## src/plws_pkg.sv

```systemverilog
// Package for the positional list with sort: operation and status codes,
// the controller state type and the per-cell control struct.
// No dependencies; every other file in src depends on it.
package plws_pkg;

  localparam int OP_W     = 2;
  localparam int POS_W    = 7;
  localparam int POS_MAG_W = 6;
  localparam int VAL_W    = 32;
  localparam int STATUS_W = 2;
  localparam int CNT_W    = 7;

  localparam logic [OP_W-1:0] OP_INSERT = 2'd0;
  localparam logic [OP_W-1:0] OP_DELETE = 2'd1;
  localparam logic [OP_W-1:0] OP_READ   = 2'd2;
  localparam logic [OP_W-1:0] OP_SORT   = 2'd3;

  localparam logic [STATUS_W-1:0] STATUS_OK    = 2'd0;
  localparam logic [STATUS_W-1:0] STATUS_RANGE = 2'd1;
  localparam logic [STATUS_W-1:0] STATUS_FULL  = 2'd2;

  typedef enum logic {
    ST_IDLE,
    ST_SORT
  } state_t;

  // What one cell does in a cycle; at most one bit is set, none means hold.
  typedef struct packed {
    logic take_left;
    logic take_value;
    logic take_right;
    logic keep_min;
    logic keep_max;
  } cell_ctrl_t;

endpackage

```

## src/plws_cell.sv

```systemverilog
// One storage cell of the list: holds a single element and takes a new one
// from its neighbours, the request, or a compare-exchange with a neighbour.
// Depends on plws_pkg.
module plws_cell (
  input  logic              clk,
  input  plws_pkg::cell_ctrl_t ctrl,
  input  logic signed [plws_pkg::VAL_W-1:0] left_val,
  input  logic signed [plws_pkg::VAL_W-1:0] right_val,
  input  logic signed [plws_pkg::VAL_W-1:0] ins_val,
  output logic signed [plws_pkg::VAL_W-1:0] val
);
  import plws_pkg::*;

  logic signed [VAL_W-1:0] val_next;

  // The pair swaps when its right element is below its left one; both cells
  // of the pair evaluate that same comparison.
  always_comb begin
    val_next = val;
    if (ctrl.take_left) begin
      val_next = left_val;
    end else if (ctrl.take_value) begin
      val_next = ins_val;
    end else if (ctrl.take_right) begin
      val_next = right_val;
    end else if (ctrl.keep_min) begin
      if (right_val < val) begin
        val_next = right_val;
      end
    end else if (ctrl.keep_max) begin
      if (val < left_val) begin
        val_next = left_val;
      end
    end
  end

  always_ff @(posedge clk) begin
    val <= val_next;
  end

endmodule

```

## config.mk

```make
export PLATFORM = sky130hd
export DESIGN_NAME = plws_cell
export DESIGN_NICKNAME = d
export VERILOG_FILES = /design/src/plws_pkg.sv /design/src/plws_cell.sv
export SDC_FILE = /design/constraint.sdc
export NUM_CORES = 1
export LEC_CHECK = 0
export BUFFER_PORTS_ARGS = -buffer_cell sky130_fd_sc_hd__buf_2
export CORE_MARGIN = 2
export CORE_UTILIZATION = 30
export CTS_BUF_LIST = sky130_fd_sc_hd__clkbuf_16
export DETAILED_ROUTE_END_ITERATION = 6
export PLACE_DENSITY_LB_ADDON = 0.05
export SLEW_MARGIN = 5
export SYNTH_ARGS = -nofsm -noshare
export SYNTH_HDL_FRONTEND = slang
export SYNTH_SLANG_ARGS = --single-unit
```

## constraint.sdc

```tcl
create_clock -name clk -period 10.9 [get_ports clk]
set_input_delay 1.635 -clock clk [delete_from_list [all_inputs] [get_ports clk]]
set_output_delay 1.635 -clock clk [all_outputs]
set_load 0.05 [all_outputs]
```

==> metrics.md, run 1 <==
| Metric | Value |
|---|---|
| Result of the run | `complete, no violations` |
| Post-synthesis instance total | `~380` |
| Number of H-tree levels | `2` |
| Post-synthesis share of cell area spent on xor and xnor gates | `0` |
| Main combinational cell family by area after synthesis | `compound AO/OA/AOI/OAI gates` |
| Total power divided by cell area | `121 nW/um^2` |
| Antenna diode instance count | `0` |
| Max-cap violations | `0` |
| Clock latency on the worst-skew pair | `0.27 ns` |
| Kind of capture point of the worst setup path | `flop` |
| Shortest clock period the worst path allows after layout | `4.69 ns` |
| Standard-cell rows | `38` |
| Clock sink count | `32` |
| Required time at the endpoint of the critical path | `~11 ns` |
| Detailed Route Iter0 Violations | `163` |
| Maximum number of pins on one net before global-route repair | `37` |
| Routed Wire Length | `between 10 and 15 mm` |
| Vias in the first global route | `3261` |
| Register ranked first by flip-flop count | `val` |
| Area share of the largest cell type after synthesis | `0.293` |
| Worst slew margin relative to its limit | `0.427` |
| Total of hold buffers inserted after clock tree synthesis | `0` |
| Leading cell types by total area after synthesis | `sky130_fd_sc_hd__edfxtp_1 29%, sky130_fd_sc_hd__ha_1 24%, sky130_fd_sc_hd__a22oi_1 14%, sky130_fd_sc_hd__inv_1 7.1%, sky130_fd_sc_hd__o21ai_1 3.8%` |
| Startpoint type of the worst setup path | `input pin` |
| Flip-flop count of the largest register after layout | `32` |
| Simple-gate area share of the yosys netlist | `0.0866` |
| Core region area | `10700 um^2` |
| Type of the setup path with the least slack | `input pin to flop` |
| Initial core utilization | `0.305` |
| Net total in the final layout | `667` |
| Summed instance area of the synthesized netlist | `3280 um^2` |
| Clock transition at the registers of the reported paths | `~0.050 ns` |
| Worst hold path depth | `4` |
| Proportion of layout cells with a drive suffix above 1 | `0.291` |
| Drt first pass iters | `4` |
| Dominant cell type by area after synthesis | `sky130_fd_sc_hd__edfxtp_1` |
| Wire length of the first global-routing pass | `16.4 mm` |
| Final routed wire length divided by cell count | `roughly 17 um` |
| # setup viols final | `0` |
| Pins over their slew limit | `0` |
| Number of filler cells placed in the layout | `~1200` |
| Vias | `between 3000 and 4000` |
| Number of storage elements in the synthesis netlist | `32` |
| Cell count of the worst reg-to-reg path | `9` |
| Largest fanout on the critical path | `17` |
| Post-cts sizing count | `0` |
| Area of combinational cells with multiple inputs | `2030 um^2` |
| Number of nets still failing antenna checks after routing | `0` |
| Fin. Hold Viols | `0` |
| Area added between synthesis and finish | `28.7%` |
| TNS Setup | `0 ns` |
| Syn Nets | `540` |
| Clock tree from TritonCTS | `built` |
| Achievable Freq | `0.213 GHz` |
| Antenna violations before repair | `1` |
| Maximum vdd drop | `~0.048 mV` |
| Hold path endpoint | `val[30]` |
| Placed wire-length estimate | `8.18 mm` |
| Clock Skew | `0.00336 ns` |
| Crit Reg-Reg Startpoint | `val[30]` |
| Worst min-delay path class | `flop to flop` |
| Worst path setup slack after routing | `approximately 6.2 ns` |
| Overflow left after global routing | `0` |
| Worst hold start | `val[31]` |
| Endpoint arrival time on the critical path | `4.64 ns` |
| Static leakage | `2.14 nW` |
| Remaining DRCs | `0` |
| Slew at the pin closest to its max-slew limit | `~0.86 ns` |
| Number of distinct standard cells referenced by the synthesized netlist | `28` |
| Sequential element share of the synthesized area | `0.293` |
| I/O pin count | `134` |
| Capturing point of the worst reg2reg path | `val[15]` |
| Clock tree root buffer cell | `sky130_fd_sc_hd__clkbuf_16` |
| Average size of a mapped cell | `8.72 um^2` |
| Avg Vias per Cell | `5.14` |
| Register-to-register setup slack | `7.27 ns` |
| Height of the die | `109 um` |
| Synthesized-area fraction occupied by ao, oa, aoi and oai cells | `0.290` |
| Port Buffer Count | `133` |
| Multiplexer fraction of the synthesized cell area | `0.00305` |
| RSZ-0062 raised after global routing | `false` |
| Weighted congestion reported at the end of routability-driven placement | `0.787` |
| Part of the cycle the worst path needs | `0.430` |
| Post-synthesis adder-cell area fraction | `0.237` |
| Placement Setup Slack | `~5.9 ns` |
| Total area of sequential cells | `a little under 1000 um^2` |
| Overall die width | `109 um` |
| CTS Buf Count | `5` |
| Share of the core filled with cells in the final layout | `0.393` |
| Overall fraction of global-route tracks in use | `0.181` |
| Number of warnings reported in the yosys synthesis log | `0` |
| Hold slack final | `1.48 ns` |
| Maximum buffer depth of the clock tree | `2` |
| Full die area | `approximately 12000 um^2` |
| Largest regs | `val: 32 flops` |
| Setup fix buffers added after clock tree synthesis | `0` |
cells by family after synthesis:
group / Yosys count
compound gates: 147
buf+inv: 79
fa+ha+maj: 62
simple gates: 55
flops: 32
mux: 1
metrics by stage:
stage	area [um^2]	cells	power, mW
after floorplan	3280	376	0.316
after global placement	4090	636	0.387
after detailed placement	4090	636	0.388
after CTS	4220	641	0.518
after global routing	4220	641	0.548
final	4220	641	0.511
cells in the mapped netlist (all sizes together):
| cell | n |
|---|---|
| nand3 | 4 |
| ha | 62 |
| edfxtp | 32 |
| nand2b | 3 |
| a2111oi | 2 |
| nor2b | 1 |
| nand2 | 16 |
| a22oi | 62 |
| nor2 | 8 |
| a221o | 2 |
| nand4 | 10 |
| nand3b | 2 |
| clkbuf | 17 |
| inv | 62 |
| o21a | 4 |
| and4 | 1 |
| a21oi | 23 |
| nor3b | 1 |
| or4b | 1 |
| a211o | 1 |
| a21o | 9 |
| o21ai | 43 |
| nor3 | 4 |
| mux2i | 1 |
| o311ai | 1 |
| nor4 | 4 |
critical path, stage by stage:
cell and delay (ns):
sky130_fd_sc_hd__buf_2 0.12, sky130_fd_sc_hd__inv_1 0.05, sky130_fd_sc_hd__ha_1 0.34, sky130_fd_sc_hd__nand4_1 0.17
sky130_fd_sc_hd__nor2_1 0.07, sky130_fd_sc_hd__a221o_1 0.30, sky130_fd_sc_hd__a211o_1 0.30, sky130_fd_sc_hd__or4b_1 0.52
sky130_fd_sc_hd__nand4_1 0.10, sky130_fd_sc_hd__o21a_1 0.64, sky130_fd_sc_hd__buf_4 0.40
routing by layer:
metal | share of wire | up-vias | GRT usage | wire [um]
met3 | 0.048 | 12 | 0.0313 | 505
met2 | 0.49 | 86 | 0.316 | 5220
met1 | 0.44 | 1529 | 0.229 | 4720
met5 | 0.0014 | - | 0 | 15
met4 | 0.016 | 2 | 0.0504 | 170
li1 | - | 1664 | - | -
cell type report:
class	count	share of cell area
Inverter	62	0.0552
Multi-Input combinational cell	265	0.481
Sequential cell	32	0.228
Clock buffer	5	0.0297
Timing Repair Buffer	137	0.165
Tap cell	140	0.0415
how the worst max path moves through the flow:
stage / start / endpoint / slack [ns] / cells after the start
global placement: left_val[21] / val[16] / 5.98 / 11
floorplan: left_val[30] / val[0] / 6.36 / 9
CTS: left_val[31] / val[10] / 6.19 / 11
finish: left_val[31] / val[15] / 6.21 / 11
detailed placement: left_val[31] / val[12] / 5.90 / 11
global route: left_val[31] / val[15] / 6.02 / 11
report_power, final:
| part | total [mW] | internal [mW] | switching [mW] |
|---|---|---|---|
| Clock | 0.128 | 0.0806 | 0.0469 |
| Combinational | 0.214 | 0.0752 | 0.139 |
| Sequential | 0.169 | 0.155 | 0.0138 |
placed cells by master (no fill, tap or decap), types with 3 or more instances in the layout:
| cell | instances |
|---|---|
| sky130_fd_sc_hd__nor4_1 | 4 |
| sky130_fd_sc_hd__a21oi_1 | 22 |
| sky130_fd_sc_hd__clkbuf_16 | 5 |
| sky130_fd_sc_hd__buf_4 | 4 |
| sky130_fd_sc_hd__o21a_1 | 4 |
| sky130_fd_sc_hd__buf_2 | 133 |
| sky130_fd_sc_hd__nand2b_1 | 3 |
| sky130_fd_sc_hd__nand2_1 | 16 |
| sky130_fd_sc_hd__nand3_1 | 4 |
| sky130_fd_sc_hd__nor2_1 | 6 |
| sky130_fd_sc_hd__a21o_1 | 9 |
| sky130_fd_sc_hd__o21ai_0 | 18 |
| sky130_fd_sc_hd__a22oi_1 | 62 |
| sky130_fd_sc_hd__nor3_1 | 4 |
| sky130_fd_sc_hd__ha_1 | 62 |
| sky130_fd_sc_hd__o21ai_1 | 25 |
| sky130_fd_sc_hd__inv_1 | 62 |
| sky130_fd_sc_hd__edfxtp_1 | 32 |
| sky130_fd_sc_hd__nand4_1 | 10 |
Note: power is estimated with default switching activity, not from simulation.
==> run 2, diff against run 1 <==
==> constraint.sdc (replaced) <==
create_clock -name clk -period 4.4 [get_ports clk]
set_input_delay 0.66 -clock clk [delete_from_list [all_inputs] [get_ports clk]]
set_output_delay 0.66 -clock clk [all_outputs]
set_load 0.05 [all_outputs]
==> run 2 against run 1 <==
Cell count is 0.62% higher. Critical path depth stayed put. Die area did not move. Largest power group unchanged. Largest cell class unchanged.
==> metrics.md, run 2 (synthesized netlist as in run 1, its figures left out) <==
| Metric | Value |
|---|---|
| Result of the run | `complete, no violations` |
| Initial core utilization | `0.305 (unchanged)` |
| Endpoint arrival time on the critical path | `3.34 ns (-1.30 ns)` |
| Placement Setup Slack | `0.705 ns (-5.19 ns)` |
| Slew at the pin closest to its max-slew limit | `0.931 ns (+0.0707 ns)` |
| Shortest clock period the worst path allows after layout | `3.37 ns` |
| Clock tree root buffer cell | `sky130_fd_sc_hd__clkbuf_16` |
| Share of the core filled with cells in the final layout | `0.397 (+0.00419)` |
| Net total in the final layout | `668 (+0.15%)` |
| Post-cts sizing count | `0 (unchanged)` |
| Clock transition at the registers of the reported paths | `0.05 ns (about the same)` |
| Proportion of layout cells with a drive suffix above 1 | `0.293 (+0.00165)` |
| Largest fanout on the critical path | `13 (-4)` |
| Overflow left after global routing | `0 (unchanged)` |
| # setup viols final | `0 (unchanged)` |
| Avg Vias per Cell | `5.09 (-0.89%)` |
| Routed Wire Length | `10.6 mm (-0.24%)` |
| Vias | `3284 (-0.27%)` |
| Placed Instances | `637 (+0.16%)` |
| Clock tree from TritonCTS | `built` |
| Detailed Route Iter0 Violations | `166 (+1.8%)` |
| Number of nets still failing antenna checks after routing | `0 (unchanged)` |
| Port Buffer Count | `133 (unchanged)` |
| Layout Cells excl Fill | `645 (+0.62%)` |
| Antenna diode instance count | `0 (unchanged)` |
| Clock latency on the worst-skew pair | `0.28 ns (about the same)` |
| Worst min-delay path class | `input pin to flop` |
| Area added between synthesis and finish | `30.0%` |
| Overall fraction of global-route tracks in use | `0.181 (-0.000517)` |
| Clock sink count | `32 (unchanged)` |
| CTS Buf Count | `5 (unchanged)` |
| Number of H-tree levels | `2 (unchanged)` |
| Max-cap violations | `0 (unchanged)` |
| Fin. Hold Viols | `0 (unchanged)` |
| Startpoint type of the worst setup path | `input pin` |
| Part of the cycle the worst path needs | `0.766` |
| Final routed wire length divided by cell count | `16.4 um (-0.85%)` |
| I/O pin count | `134 (unchanged)` |
| Total power divided by cell area | `314 nW/um^2 (+160%)` |
| Remaining DRCs | `0 (unchanged)` |
| Required time at the endpoint of the critical path | `4.37 ns (-6.48 ns)` |
| Placed wire-length estimate | `8.16 mm (-0.23%)` |
| Type of the setup path with the least slack | `input pin to flop` |
| RSZ-0062 raised after global routing | `false` |
| Leading cell type in the layout, fill and taps excluded | `sky130_fd_sc_hd__buf_2` |
| Commonest cells after routing, fill and taps aside | `133 x sky130_fd_sc_hd__buf_2, 62 x sky130_fd_sc_hd__inv_1, 62 x sky130_fd_sc_hd__a22oi_1, 62 x sky130_fd_sc_hd__ha_1, 32 x sky130_fd_sc_hd__edfxtp_1` |
| Kind of capture point of the worst setup path | `flop` |
| Static leakage | `2.16 nW (+1.0%)` |
| Wire length of the first global-routing pass | `16.3 mm (-1.0%)` |
| Clock Skew | `0.00427 ns (+0.000912 ns)` |
| Hold slack final | `0.681 ns (-0.803 ns)` |
| Total of hold buffers inserted after clock tree synthesis | `0 (unchanged)` |
| Antenna violations before repair | `1 (unchanged)` |
| Largest regs | `val: 32 flops` |
| Flip-flop count of the largest register after layout | `32 (unchanged)` |
| Maximum number of pins on one net before global-route repair | `37 (unchanged)` |
| Weighted congestion reported at the end of routability-driven placement | `0.786 (-0.17%)` |
| Drt first pass iters | `4 (unchanged)` |
| Full die area | `11800 um^2 (unchanged)` |
| TNS Setup | `0 ns (unchanged)` |
| Worst slew margin relative to its limit | `0.379 (-0.0478)` |
| Achievable Freq | `0.297 GHz` |
| Setup fix buffers added after clock tree synthesis | `0 (unchanged)` |
| Height of the die | `109 um (unchanged)` |
| Register ranked first by flip-flop count | `val` |
| Vias in the first global route | `3258 (-0.092%)` |
| Worst path setup slack after routing | `1.03 ns (-5.18 ns)` |
| Maximum buffer depth of the clock tree | `2 (unchanged)` |
| Standard-cell rows | `38 (unchanged)` |
| Overall die width | `109 um (unchanged)` |
| Maximum vdd drop | `0.176 mV (+270%)` |
| Pins over their slew limit | `0 (unchanged)` |
| Core region area | `10700 um^2 (unchanged)` |
-- run 2: cell types whose count changed in the layout (fill, tap and decap cells not counted) --
| cell | before | now |
|---|---|---|
| sky130_fd_sc_hd__clkinv_1 | 0 | 2 |
| sky130_fd_sc_hd__buf_4 | 4 | 5 |
| sky130_fd_sc_hd__bufinv_16 | 0 | 1 |
-- run 2: per-layer routing --
metal / global-route usage / routed length [um]
met5: 0 / 13
met4: 0.0403 / 85
met3: 0.0265 / 450
met2: 0.323 / 5290
met1: 0.228 / 4770
-- run 2: final cells by class --
cell class              instances  area [um^2]
fillers                      1160         6480
clock buffers                   5          125
inverters                      62          233
well taps                     140          175
clock inverters                 3         37.5
multi-input cells             265         2030
repair buffers                138          703
flip-flops and latches         32          961
-- run 2: worst max-delay path, cell delays in order --
cell and delay, ns:
sky130_fd_sc_hd__buf_2 0.10, sky130_fd_sc_hd__inv_1 0.04, sky130_fd_sc_hd__ha_1 0.29, sky130_fd_sc_hd__a21oi_1 0.16, sky130_fd_sc_hd__o21ai_1 0.11, sky130_fd_sc_hd__a221o_1 0.33
sky130_fd_sc_hd__a211o_1 0.29, sky130_fd_sc_hd__or4b_1 0.51, sky130_fd_sc_hd__nand4_1 0.10, sky130_fd_sc_hd__o21a_1 0.40, sky130_fd_sc_hd__buf_4 0.32
-- run 2: final timing paths --
| check | from | end | slack [ns] | depth (start not counted) |
|---|---|---|---|---|
| hold reg to reg | val[31] | val[7] | 1.27 | 4 |
| setup reg to reg | val[21] | val[1] | 1.11 | 9 |
| hold / removal | ins_val[27] | val[27] | 0.68 | 3 |
| setup / recovery | left_val[21] | val[1] | 1.03 | 11 |
-- run 2: report_power, final --
part	switching [mW]	total, mW	internal, mW
Combinational	0.345	0.532	0.187
Sequential	0.0338	0.419	0.385
Clock	0.127	0.390	0.263
-- run 2: per-stage QoR --
stage / power [mW] / area [um^2]
floorplan: 0.783 / 3280
CTS: 1.36 / 4260
detailed placement: 0.962 / 4100
global placement: 0.962 / 4100
global route: 1.43 / 4260
finish: 1.34 / 4260
==> run 3, diff against run 2 <==
==> constraint.sdc (replaced) <==
create_clock -name clk -period 3.2 [get_ports clk]
set_input_delay 0.48 -clock clk [delete_from_list [all_inputs] [get_ports clk]]
set_output_delay 0.48 -clock clk [all_outputs]
set_load 0.05 [all_outputs]
==> run 3 against run 2 <==
Global-route usage grew 0.31 points. Sequential cell count unchanged. Sequential share of layout area fell by 0.24 points. Die area is the same. Clock power rose by 16%. Cell count is 0.93% higher. Largest power group unchanged.
==> metrics.md, run 3 (synthesized netlist as in run 1, its figures left out) <==
| Metric | Value |
|---|---|
| Vias in the first global route | `3344 (+2.6%)` |
| Flip-flop count of the largest register after layout | `32 (unchanged)` |
| Cell-internal power | `1.07 mW (+29%)` |
| Endpoint arrival time on the critical path | `2.88 ns (-0.46 ns)` |
| Worst hold path depth | `3 (unchanged)` |
| Kind of capture point of the worst setup path | `flop` |
| Capturing point of the worst reg2reg path | `val[3]` |
| Clock transition at the registers of the reported paths | `0.05 ns (about the same)` |
| Worst min-delay path class | `input pin to flop` |
| Register share of total power | `0.325 (+0.013)` |
| Switching part of the total power | `0.393 (+0.0159)` |
| Placed Instances | `642 (+0.78%)` |
| Number of filler cells placed in the layout | `1185 (+2.2%)` |
| I/O pin count | `134 (unchanged)` |
| Fin. Hold Viols | `0 (unchanged)` |
| Routed Wire Length | `10.5 mm (-0.58%)` |
| Required time at the endpoint of the critical path | `3.18 ns (-1.19 ns)` |
| Clock latency on the worst-skew pair | `0.28 ns (about the same)` |
| Placed wire-length estimate | `8.21 mm (+0.60%)` |
| TNS Setup | `0 ns (unchanged)` |
| Overall fraction of global-route tracks in use | `0.184 (+0.00311)` |
| Share of the core filled with cells in the final layout | `0.401 (+0.00431)` |
| Clock Skew | `0.00445 ns (+0.000181 ns)` |
| Full die area | `11800 um^2 (unchanged)` |
| Routed wire length on met3 | `458 um (+1.8%)` |
| Largest fanout on the critical path | `23 (+10)` |
| Switching power of the nets | `0.697 mW (+38%)` |
| Net total in the final layout | `673 (+0.75%)` |
| Post-cts sizing count | `0 (unchanged)` |
| Total of hold buffers inserted after clock tree synthesis | `0 (unchanged)` |
| Worst hold start | `ins_val[11]` |
| Number of H-tree levels | `2 (unchanged)` |
| Height of the die | `109 um (unchanged)` |
| Number of nets still failing antenna checks after routing | `0 (unchanged)` |
| Placement Setup Slack | `0.0970 ns (-0.608 ns)` |
| Achievable Freq | `0.345 GHz` |
| Leading cell type in the layout, fill and taps excluded | `sky130_fd_sc_hd__buf_2` |
| Proportion of power drawn by the clock network | `0.256 (-0.035)` |
| Post-layout total power | `1.77 mW (+32%)` |
| Standard-cell rows | `38 (unchanged)` |
| Maximum vdd drop | `0.164 mV (-6.7%)` |
| Result of the run | `complete, no violations` |
| Cell count of the worst reg-to-reg path | `9 (unchanged)` |
| Wire length on met2 | `5.30 mm (+0.23%)` |
| Register ranked first by flip-flop count | `val` |
| Worst slew margin relative to its limit | `0.611 (+0.233)` |
| # setup viols final | `0 (unchanged)` |
| Pins over their slew limit | `0 (unchanged)` |
| Hold slack final | `0.500 ns (-0.180 ns)` |
| Remaining DRCs | `0 (unchanged)` |
| Max-cap violations | `0 (unchanged)` |
| Final standard cell area without fillers | `4310 um^2 (+1.1%)` |
| Hold path endpoint | `val[11]` |
| Relative contribution of combinational cells to total power | `0.419 (+0.022)` |
| Maximum number of pins on one net before global-route repair | `36 (-2.7%)` |
| Static leakage | `2.20 nW (+1.6%)` |
| Clock tree root buffer cell | `sky130_fd_sc_hd__clkbuf_16` |
| Avg Vias per Cell | `5.09 (about the same)` |
| Drt first pass iters | `4 (unchanged)` |
| Final routed wire length divided by cell count | `16.2 um (-1.5%)` |
| RSZ-0062 raised after global routing | `false` |
| Shortest clock period the worst path allows after layout | `approximately 2.9 ns` |
| Total power divided by cell area | `411 nW/um^2 (+31%)` |
| Register-to-register setup slack | `0.30 ns (-0.81 ns)` |
| Weighted congestion reported at the end of routability-driven placement | `0.803 (+2.1%)` |
| Proportion of layout cells with a drive suffix above 1 | `0.300 (+0.00693)` |
| Slew at the pin closest to its max-slew limit | `0.580 ns (-0.350 ns)` |
| Commonest cells after routing, fill and taps aside | `133 x sky130_fd_sc_hd__buf_2, 64 x sky130_fd_sc_hd__inv_1, 62 x sky130_fd_sc_hd__a22oi_1, 62 x sky130_fd_sc_hd__ha_1, 32 x sky130_fd_sc_hd__edfxtp_1` |
| Detailed Route Iter0 Violations | `181 (+9.0%)` |
| CTS Buf Count | `5 (unchanged)` |
| Highest Signal Layer | `met5` |
| Part of the cycle the worst path needs | `0.906` |
| Overall die width | `109 um (unchanged)` |
| Clock sink count | `32 (unchanged)` |
| Overflow left after global routing | `0 (unchanged)` |
| Wire length of the first global-routing pass | `16.8 mm (+3.1%)` |
| Worst path setup slack after routing | `0.300 ns (-0.731 ns)` |
| Initial core utilization | `0.305 (unchanged)` |
| Area added between synthesis and finish | `31.4%` |
| Clock tree from TritonCTS | `built` |
| Startpoint type of the worst setup path | `flop` |
| Layout Cells excl Fill | `651 (+0.93%)` |
| Largest regs | `val: 32 flops` |
| Setup fix buffers added after clock tree synthesis | `0 (unchanged)` |
| Vias | `3313 (+0.88%)` |
| Type of the setup path with the least slack | `flop to flop` |
| Antenna violations before repair | `1 (unchanged)` |
| M1 WL | `4.70 mm (-1.3%)` |
| Maximum buffer depth of the clock tree | `2 (unchanged)` |
| Instance area after placement | `4170 um^2 (+1.7%)` |
| Core region area | `10700 um^2 (unchanged)` |
| Crit Reg-Reg Startpoint | `val[21]` |
| Port Buffer Count | `133 (unchanged)` |
run 3: cell count changes in the layout (fill, tap and decap cells not counted), sizes merged:
cell / change
buf: +5
inv: +2
bufinv: -1
clkinv: -1
diode: +1
run 3: layer usage:
layer	GRT usage	up-vias
met2	0.326	79
met3	0.0295	9
met4	0.0357	2
met1	0.235	1541
li1	-	1682
met5	0	-
run 3: power groups by stage:
stage | registers [mW] | logic, mW | clock network, mW
2_1_floorplan | 0.754 | 0.324 | 0
3_3_place_gp | 0.585 | 0.745 | 0
3_5_place_dp | 0.584 | 0.747 | 0
4_1_cts | 0.577 | 0.752 | 0.467
5_1_grt | 0.583 | 0.833 | 0.483
6_report | 0.575 | 0.742 | 0.454
run 3: area by class of cell:
| class | instances | area [um^2] | area share |
|---|---|---|---|
| clock inverters | 3 | 11.3 | 0.00261 |
| well taps | 140 | 175 | 0.0406 |
| clock buffers | 5 | 125 | 0.0290 |
| diodes | 1 | 2.50 | 0.000581 |
| repair buffers | 143 | 766 | 0.178 |
| multi-input cells | 265 | 2040 | 0.473 |
| flip-flops and latches | 32 | 961 | 0.223 |
| inverters | 62 | 233 | 0.0540 |
run 3: worst max path at each step:
| stage | slack (ns) | to | startpoint |
|---|---|---|---|
| 2_1_floorplan | 0.12 | val[0] | val[30] |
| 6_report | 0.30 | val[3] | val[21] |
| 3_5_place_dp | 0.1 | val[16] | left_val[23] |
| 5_1_grt | 0.12 | val[5] | val[23] |
| 3_3_place_gp | 0.14 | val[16] | left_val[21] |
| 4_1_cts | 0.31 | val[3] | val[23] |
run 3: critical path: stages, from the launching register on:
cell	delay [ns]
sky130_fd_sc_hd__edfxtp_1	0.42
sky130_fd_sc_hd__ha_1	0.31
sky130_fd_sc_hd__a21oi_1	0.16
sky130_fd_sc_hd__o21ai_1	0.10
sky130_fd_sc_hd__a221o_1	0.32
sky130_fd_sc_hd__a211o_1	0.30
sky130_fd_sc_hd__or4b_1	0.51
sky130_fd_sc_hd__nand4_1	0.12
sky130_fd_sc_hd__o21a_4	0.16
sky130_fd_sc_hd__buf_12	0.19
